## src/design/grid_local_maximum_detector_assert.svh

```systemverilog
// Assertion macros shared by the design files.
// Each macro takes a label, an antecedent, a consequent and a message string.
`ifndef GRID_LOCAL_MAXIMUM_DETECTOR_ASSERT_SVH
`define GRID_LOCAL_MAXIMUM_DETECTOR_ASSERT_SVH

// Consequent checked in the same cycle as the antecedent.
`define GLMD_ASSERT_NOW(lbl, ante, cons, msg) \
  lbl: assert property (@(posedge clk_i) disable iff (!rst_ni) (ante) |-> (cons)) \
    else $error(msg);

// Consequent checked in the cycle after the antecedent.
`define GLMD_ASSERT_NEXT(lbl, ante, cons, msg) \
  lbl: assert property (@(posedge clk_i) disable iff (!rst_ni) (ante) |=> (cons)) \
    else $error(msg);

`endif

```

## src/design/glmd_pkg.sv

```systemverilog
`default_nettype none

package glmd_pkg;

  localparam int MAX_WIDTH  = 1024;
  localparam int MAX_HEIGHT = 1024;
  localparam int PIXEL_BITS = 8;

  localparam int COL_BITS = $clog2(MAX_WIDTH);
  localparam int ROW_BITS = $clog2(MAX_HEIGHT);

  localparam int CFG_BITS     = 11;
  localparam int CFG_IDX_BITS = 1;

  localparam logic [CFG_IDX_BITS-1:0] REG_FRAME_WIDTH  = 1'b0;
  localparam logic [CFG_IDX_BITS-1:0] REG_FRAME_HEIGHT = 1'b1;

  localparam int FIFO_DEPTH    = 8;
  localparam int FIFO_PTR_BITS = $clog2(FIFO_DEPTH);
  localparam int FIFO_CNT_BITS = $clog2(FIFO_DEPTH + 1);

  typedef struct packed {
    logic [PIXEL_BITS-1:0] value;
    logic [ROW_BITS-1:0]   row;
    logic [COL_BITS-1:0]   col;
    logic                  is_peak;
    logic                  none_found;
    logic                  frame_done;
  } res_t;

  // Up to two results per pixel: a peak report, then the frame summary.
  typedef struct packed {
    logic v0;
    logic v1;
    res_t r0;
    res_t r1;
  } push_t;

endpackage

`default_nettype wire

```

## src/design/glmd_out_fifo.sv

```systemverilog
`default_nettype none

`include "grid_local_maximum_detector_assert.svh"

module glmd_out_fifo (
  input  wire logic                              clk_i,
  input  wire logic                              rst_ni,
  input  wire glmd_pkg::push_t                   push_i,
  input  wire logic                              pop_i,
  output logic                                   valid_o,
  output glmd_pkg::res_t                         head_o,
  output logic [glmd_pkg::FIFO_CNT_BITS-1:0]     count_o
);
  import glmd_pkg::*;

  res_t                     mem [FIFO_DEPTH];
  logic [FIFO_PTR_BITS-1:0] wr_q, rd_q;
  logic [FIFO_CNT_BITS-1:0] count_q;
  logic [FIFO_PTR_BITS-1:0] wr_nxt;
  logic [1:0]               n_push;

  always_comb begin
    wr_nxt = wr_q + FIFO_PTR_BITS'(1);
    n_push = {1'b0, push_i.v0} + {1'b0, push_i.v1};
  end

  always_ff @(posedge clk_i) begin
    if (push_i.v0) begin
      mem[wr_q] <= push_i.r0;
    end
    if (push_i.v1) begin
      mem[wr_nxt] <= push_i.r1;
    end
  end

  always_ff @(posedge clk_i or negedge rst_ni) begin
    if (!rst_ni) begin
      wr_q    <= '0;
      rd_q    <= '0;
      count_q <= '0;
    end else begin
      wr_q    <= wr_q + FIFO_PTR_BITS'(n_push);
      rd_q    <= rd_q + FIFO_PTR_BITS'(pop_i);
      count_q <= count_q + FIFO_CNT_BITS'(n_push) - FIFO_CNT_BITS'(pop_i);
    end
  end

  assign valid_o = (count_q != '0);
  assign head_o  = mem[rd_q];
  assign count_o = count_q;

  `GLMD_ASSERT_NOW(a_fifo_bound, 1'b1, count_q <= FIFO_CNT_BITS'(FIFO_DEPTH), "fifo overrun")
  `GLMD_ASSERT_NOW(a_fifo_pair, push_i.v1, push_i.v0, "second beat pushed without first")
  `GLMD_ASSERT_NEXT(a_fifo_drain, pop_i && !push_i.v0,
                    count_q == $past(count_q) - FIFO_CNT_BITS'(1), "fifo count lost a beat")

endmodule

`default_nettype wire

```

## config.mk

```make
export PLATFORM = sky130hd
export DESIGN_NAME = glmd_out_fifo
export DESIGN_NICKNAME = d
export VERILOG_FILES = /design/src/design/glmd_pkg.sv /design/src/design/glmd_out_fifo.sv
export VERILOG_INCLUDE_DIRS = /design/src /design/src/design
export SDC_FILE = /design/constraint.sdc
export NUM_CORES = 1
export LEC_CHECK = 0
export BUFFER_PORTS_ARGS = -buffer_cell sky130_fd_sc_hd__buf_4
export CAP_MARGIN = 5
export CELL_PAD_IN_SITES_DETAIL_PLACEMENT = 0
export CELL_PAD_IN_SITES_GLOBAL_PLACEMENT = 1
export CORE_ASPECT_RATIO = 0.5
export CORE_MARGIN = 4
export CORE_UTILIZATION = 52
export CTS_CLUSTER_SIZE = 40
export DETAILED_ROUTE_END_ITERATION = 7
export HOLD_SLACK_MARGIN = 0.05
export PLACE_DENSITY = 0.9
export SLEW_MARGIN = 15
export SYNTH_ARGS = -nofsm -noshare
export SYNTH_HDL_FRONTEND = slang
export SYNTH_SLANG_ARGS = --single-unit
```

## constraint.sdc

```tcl
create_clock -name clk_i -period 4.7 [get_ports clk_i]
set_clock_uncertainty 0.15 [all_clocks]
set_input_delay 0.705 -clock clk_i [delete_from_list [all_inputs] [get_ports clk_i]]
set_output_delay 0.705 -clock clk_i [all_outputs]
set_load 0.005 [all_outputs]
```

# Word-level counts from Yosys, hierarchy flattened
# Memory sizes are Yosys's and may differ from the RTL's.
# Cells that the tools add are included.
[totals] regBits=10 mem_bits_rw=248 out_inout_bits=36 elab_cells=15 memories=1
[mem_list] memory="mem" words=8 word_bits=31 read_ports=1 rd_clocked_by_memory_dff=0 write_ports=2 line="glmd_out_fifo.sv:16" rtl="res_t mem [FIFO_DEPTH];"
[classes] add_sub_neg=6 muxes=4 reduce_logical=1
[op_table] op="4-bit by 2-bit adder with 4-bit output" count=1
[op_table] op="1-bit two-way mux" count=4
[op_table] op="4-bit nonzero test" count=1
[op_table] op="4-bit by 1-bit subtractor with 4-bit output" count=1
[op_table] op="3-bit by 1-bit adder with 3-bit output" count=1
[op_table] op="3-bit by 1-bit adder with 3-bit output, second input constant" count=1
[op_table] op="3-bit by 2-bit adder with 3-bit output" count=1
[op_table] op="1-bit by 1-bit adder with 2-bit output" count=1

# Logic depth before layout (Yosys ltp)
# Gate-level depths: netlist of run 1.
[depth] ltp_word=3 ltp_mapped=8

# Worst setup path before layout of run 1
# No wires, ideal clock.
[synth_timing] kind="input -> register" from="in push_i[63] in the netlist's numbering" to="mem mem[2][0] in the netlist's numbering, enable pin" setup_ns=0.468 arrival_time_ns=3.210 required_ns=4.082 setup_slack_ns=0.872 cell_stages=2 path_buffers=0 path_cell_list="nand2_1 -> o32ai_1"
[synth_rtl] item="start: declaration" line="glmd_out_fifo.sv:8" rtl="input wire glmd_pkg::push_t push_i,"
[synth_rtl] item="end: declaration" line="glmd_out_fifo.sv:16"

==> impl_metrics.py, run 1 <==
metrics = {
    "layout": {
        "finalInstanceArea_sq_um": 14900,
        "final_util_pct": 61.6,
        "drive_gt1_share_pct": 62.1,
        "syn_to_final_growth_pct": 15.6,
        "fin_nets": 885,
        "layout_common_cells": "mux2_2, edfxtp_1, buf_4",
        "fillers": 1761,
        "antenna_cells": 0,
        "final_common_cell": "mux2_2",
    },
    "routing": {
        "vias": 7019,
        "viasPerCell": 6.06,
        "post_drt_wl_per_cell_um": 25.3,
        "first_pass_iters": 4,
        "drt-total-wl_um": 29400,
        "drt_iter0_drc": 717,
        "drc": 0,
        "postRouteAntennaNets": 0,
    },
    "global_routing": {
        "antenna_found_initial": 0,
        "track_usage_pct": 21.6,
        "overflow": 0,
        "grt_max_degree": 43,
        "grt_pass1_vias": 7620,
        "grt_pass1_wl_um": 45600,
    },
    "clock_tree": {
        "cts_buffer_depth": 3,
        "path_clk_slew_ns": 0.06,
        "cts.sinks": 258,
        "h-tree-depth": 1,
        "cts_root_buf": "clkbuf_16",
        "cts-buffers-inserted": 24,
        "tritoncts": "built",
        "ctsResizeCount": 0,
        "insertion_delay_ns": 0.52,
    },
    "critical_path": {
        "endpoint_kind": "output pin",
        "reg2regPathDepth": 5,
        "start_kind": "flip-flop",
        "critical_path_class": "flip-flop to output pin",
        "ff2ff_setup_slack_ns": 1.38,
        "worstPathMaxFanout": 34,
        "cp.arrival_ns": 2.79,
        "cp_data_required_time_ns": 3.85,
    },
    "sta": {
        "slew_headroom_pct": 28.6,
        "grt_setup_unrepaired": "no",
        "period_needed_ns": 3.65,
        "period_share_pct": 77.6,
        "drv_slew": 0,
        "worstMarginPinSlew_ns": 1.07,
        "setup_tns_ns": 0,
        "finalHoldViolCount": 0,
        "fmax_mhz": 274,
        "setup_violations": 0,
    },
    "placement": {
        "placed_cell_area_sq_um": 14200,
        "dpl.hpwl_um": 17300,
        "place.gp.congestion": 0.789,
        "io_buffer_count": 102,
    },
    "floorplan": {
        "rows": 40,
        "io_pins": 103,
        "core-area_sq_um": 24200,
        "die-area_sq_um": 27600,
        "initial_core_util_pct": 53.3,
        "chipWidth_um": 231,
        "die_h_um": 119,
    },
    "job": {
        "cap_violations": 0,
    },
    "logic_synthesis": {
        "syn_nets": 782,
        "synth_cell_types": 30,
        "synth_seq_cells": 258,
        "avgSynthCellArea_sq_um": 18.4,
        "synth.cell_area_sq_um": 12900,
        "synth-seq-area-share_pct": 59.6,
        "synthCells": 702,
        "yosys_warnings": 0,
    },
    "pwr": {
        "peakVddDrop_uv": 291,
        "powerDensity_nw_per_um2": 663,
        "cellLeakagePower_nw": 5.05,
    },
    "worst_hold_path": {
        "hold_class": "primary input to flip-flop",
        "whs_path_depth": 2,
    },
    "outcome": {
        "status": "complete, no violations",
    },
}
## flip-flops by register name, summed over array words and instances (netlist names)
name / flops
count_o: 4
mem: 248
rd_q: 3
wr_q: 3
## stage by stage
step,worst slack [ns],std cells,power [mW],hold slack (ns)
final,1.05,1159,9.89,0.279
after global routing,0.883,1159,10.4,0.277
after CTS,0.969,1159,9.98,0.263
after detailed placement,1.34,1114,8.10,0.390
after global placement,1.41,1114,7.98,0.367
after floorplan,0.872,702,6.46,0.259
## logic make-up (layout without fill, tap and decap cells)
family | after synthesis | after routing | share of synthesized area, %
xor+xnor | 6 | 6 | 0.523
flops | 258 | 258 | 59.6
mux | 341 | 341 | 35.1
compound gates | 9 | 9 | 0.446
simple gates | 20 | 20 | 0.843
fa+ha+maj | 13 | 13 | 1.38
buf+inv | 55 | 176 | 2.04
## cell usage after synthesis, drive strengths merged
library cell | n | area, sq um
nand2b | 3 | 18.8
xnor2 | 2 | 25.0
nand2 | 5 | 18.8
clkbuf | 11 | 41.3
nand3b | 1 | 7.51
mux4 | 62 | 1400
nor3 | 3 | 25.0
o32ai | 1 | 8.76
mux2 | 279 | 3140
buf | 32 | 178
fa | 2 | 40.0
a21o | 1 | 7.51
o21ai | 2 | 10.0
xor2 | 4 | 42.6
edfxtp | 248 | 7450
a21oi | 1 | 5.00
inv | 12 | 45.0
o21bai | 1 | 7.51
ha | 11 | 138
o22ai | 3 | 18.8
or2 | 1 | 6.26
nor2 | 4 | 15.0
dfrtp | 10 | 250
nand3 | 2 | 10.0
nor3b | 1 | 7.51
## critical path: stages (launching register included)
cell     delay, ns
dfrtp_4       0.87
buf_12        0.37
mux4_2        0.55
mux2_2        0.30
buf_4         0.14
## repair_timing
action	in CTS	in global routing
buffers inserted	0	0
hold endpoints to repair	10	0
hold buffers	1	0
## path summary, 6_finish.rpt
kind | startpoint | end
min in group asynchronous | rst_ni | wr_q[2]
max in group asynchronous | rst_ni | rd_q[0]
max | rd_q[0] | head_o[8]
min reg2reg | count_o[0] | count_o[0]
min | pop_i | rd_q[0]
max reg2reg | wr_q[0] | mem[0][19]
## power breakdown
part	internal (mW)	switching, mW	total [mW]	leakage [nW]
sequential	3.56	0.410	3.97	2.39
combinational	2.07	1.97	4.05	2.30
clock	1.03	0.847	1.87	0.357
## routing by layer
metal / share of wire (%) / global-route usage [%]
met4: 1.7 / 4.17
met1: 45 / 31.0
met3: 5.1 / 2.99
met5: 0 / 0
met2: 48 / 35.9
## final cells by class
cell class,instances,area [sq um],share of cell area (%)
Inverter,12,45.0,0.302
Clock buffer,30,644,4.32
Clock inverter,14,92.6,0.620
Tap cell,336,420,2.82
Sequential cell,258,7700,51.6
Timing Repair Buffer,120,928,6.22
Multi-Input combinational cell,389,5090,34.1
Power figures use the tool's default switching activity.
==> run 2, diff against run 1 <==
==> constraint.sdc (replaced) <==
create_clock -name clk_i -period 3.7 [get_ports clk_i]
set_clock_uncertainty 0.15 [all_clocks]
set_input_delay 0.555 -clock clk_i [delete_from_list [all_inputs] [get_ports clk_i]]
set_output_delay 0.555 -clock clk_i [all_outputs]
set_load 0.005 [all_outputs]
==> run 2 against run 1 <==
Sequential power up 26%. Final area grew 1.3%. Sequential share of layout area is 0.65 points lower. First-iteration DRC count increased by 0.14%. Final cell count up 0.95%. Utilization rose by 0.78 points. Die area stayed put. Setup slack worse by 0.63 ns. Total power is 30% higher. Clock power rose by 40%.
==> impl_metrics.py, run 2 (synthesis gave the netlist of run 1 again) <==
metrics = {
    "layout": {
        "drive_gt1_share_pct": 63.3,
        "fin_nets": 898,
        "largest_reg_flops": 248,
        "layout_common_cells": "mux2_2, edfxtp_1, buf_4",
        "finalNonFillerCells": 1170,
        "regMostFlops": "mem",
        "syn_to_final_growth_pct": 17.1,
        "final_common_cell": "mux2_2",
        "final_util_pct": 62.4,
        "seq_area_sq_um": 7700,
        "fillers": 1793,
        "antenna_cells": 0,
        "multi_input_area_sq_um": 5090,
    },
    "pwr": {
        "peakVddDrop_uv": 527,
        "p_sw_share_pct": 32.0,
        "cellLeakagePower_nw": 5.16,
        "intPower_mw": 8.77,
        "p_sw_mw": 4.12,
        "powerDensity_nw_per_um2": 852,
        "pwr-share-clk_pct": 20.3,
        "combPwrFrac_pct": 40.8,
        "p_seq_share_pct": 38.8,
    },
    "worst_hold_path": {
        "hold_class": "primary input to flip-flop",
        "min_from": "pop_i",
    },
    "clock_tree": {
        "cts.sinks": 258,
        "cts_root_buf": "clkbuf_16",
        "tritoncts": "built",
        "cts-buffers-inserted": 24,
        "ctsResizeCount": 0,
        "h-tree-depth": 1,
        "insertion_delay_ns": 0.53,
        "path_clk_slew_ns": 0.07,
        "cts_buffer_depth": 3,
    },
    "sta": {
        "drv_slew": 0,
        "slew_headroom_pct": 21.4,
        "period_share_pct": 88.5,
        "grt_setup_unrepaired": "no",
        "worstMarginPinSlew_ns": 1.17,
        "setup_violations": 0,
        "fmax_mhz": 305,
        "finalHoldViolCount": 0,
        "setup_tns_ns": 0,
        "finalWorstSetupSlack_ns": 0.424,
        "period_needed_ns": 3.28,
    },
    "placement": {
        "dpl.hpwl_um": 18100,
        "placedCellCount": 1127,
        "place_ws_ns": 0.675,
        "io_buffer_count": 102,
        "place.gp.congestion": 0.811,
    },
    "routing": {
        "drc": 0,
        "vias": 7088,
        "drt_iter0_drc": 718,
        "first_pass_iters": 5,
        "drt-total-wl_um": 29500,
        "post_drt_wl_per_cell_um": 25.2,
        "viasPerCell": 6.06,
        "postRouteAntennaNets": 0,
    },
    "critical_path": {
        "crit_path_max_incr_delay_ns": 0.72,
        "cp_top_family": "multiplexers",
        "cp.arrival_ns": 2.57,
        "cpMaxStageDelayCell": "dfrtp_4",
        "worstPathMaxFanout": 27,
        "critPathLaunch": "rd_q[0]",
        "critical_path_class": "flip-flop to output pin",
        "start_kind": "flip-flop",
        "crit_buf_inv": 2,
        "cp_data_required_time_ns": 2.99,
        "path_cells": "buf_12, mux4_2, mux2_2, buf_4",
        "timing.rr.start": "wr_q[0]",
        "endpoint_kind": "output pin",
    },
    "global_routing": {
        "track_usage_pct": 21.6,
        "antenna_found_initial": 0,
        "grt_max_degree": 33,
        "overflow": 0,
        "grt_pass1_wl_um": 45500,
        "grt_pass1_vias": 7538,
    },
    "floorplan": {
        "die_h_um": 119,
        "die-area_sq_um": 27600,
        "rows": 40,
        "chipWidth_um": 231,
        "initial_core_util_pct": 53.3,
        "core-area_sq_um": 24200,
        "io_pins": 103,
    },
    "job": {
        "cap_violations": 0,
    },
    "outcome": {
        "status": "complete, no violations",
    },
}
==> run 2: cell count changes in the layout (fill, tap and decap cells not counted), sizes merged <==
cell | before | now
clkbuf | 30 | 29
buf | 119 | 132
clkinvlp | 2 | 3
clkinv | 11 | 5
inv | 12 | 13
bufinv | 1 | 4
==> run 2: final timing paths <==
| kind | to | slack [ns] | cells past startpoint |
|---|---|---|---|
| min in group asynchronous | rd_q[1] | 0.24 | 2 |
| max in group asynchronous | rd_q[2] | 3.00 | 2 |
| hold reg to reg | count_o[0] | 0.40 | 1 |
| setup reg to reg | mem[3][28] | 0.64 | 5 |
| setup / recovery | head_o[23] | 0.42 | 4 |
| hold / removal | rd_q[0] | 0.14 | 2 |
==> run 2: worst reg2reg max path: cells and delay by family (launching register included) <==
kind                     cells  cell delay (ns)
AND/OR/NAND/NOR              2             0.93
buffers and inverters        1             0.31
flip-flops                   1             0.52
multiplexers                 1             0.38
adder cells (fa/ha/maj)      1             0.53
==> run 2: power groups by stage <==
stage / logic (mW) / clock network [mW] / registers (mW)
after global placement: 5.19 / 0 / 5.02
after global routing: 5.62 / 2.79 / 5.10
after floorplan: 3.44 / 0 / 4.77
after CTS: 5.32 / 2.66 / 5.02
final: 5.26 / 2.62 / 5.00
after detailed placement: 5.29 / 0 / 5.07
==> run 2: area by class of cell <==
cell class / count / share of cell area, %
inverters: 12 / 0.298
well taps: 336 / 2.78
clock inverters: 13 / 1.16
clock buffers: 29 / 4.24
multi-input cells: 389 / 33.7
repair buffers: 133 / 6.87
flip-flops and latches: 258 / 51.0
==> run 2: through the flow <==
| step | total power, mW | area, sq um | hold slack (ns) |
|---|---|---|---|
| after floorplan | 8.21 | 12900 | 0.109 |
| after global placement | 10.2 | 14300 | 0.239 |
| after detailed placement | 10.4 | 14300 | 0.242 |
| after CTS | 13.0 | 15100 | 0.116 |
| after global routing | 13.5 | 15100 | 0.134 |
| final | 12.9 | 15100 | 0.136 |
==> run 2: metal layers <==
layer,track usage [%],wire length [um],part of all wire [%],vias to the layer above
met1,31.6,13300,45,3760
li1,-,-,-,3080
met2,34.9,14100,48,214
met4,3.68,452,1.5,0
met5,0,0,0,-
met3,3.92,1640,5.6,34
==> run 2: what timing repair did <==
| item | in CTS | in global routing |
|---|---|---|
| endpoints found under the setup margin | 0 | 0 |
| hold buffers | 1 | 0 |
| endpoints found under the hold margin | 10 | 0 |
| setup buffers | 0 | 0 |
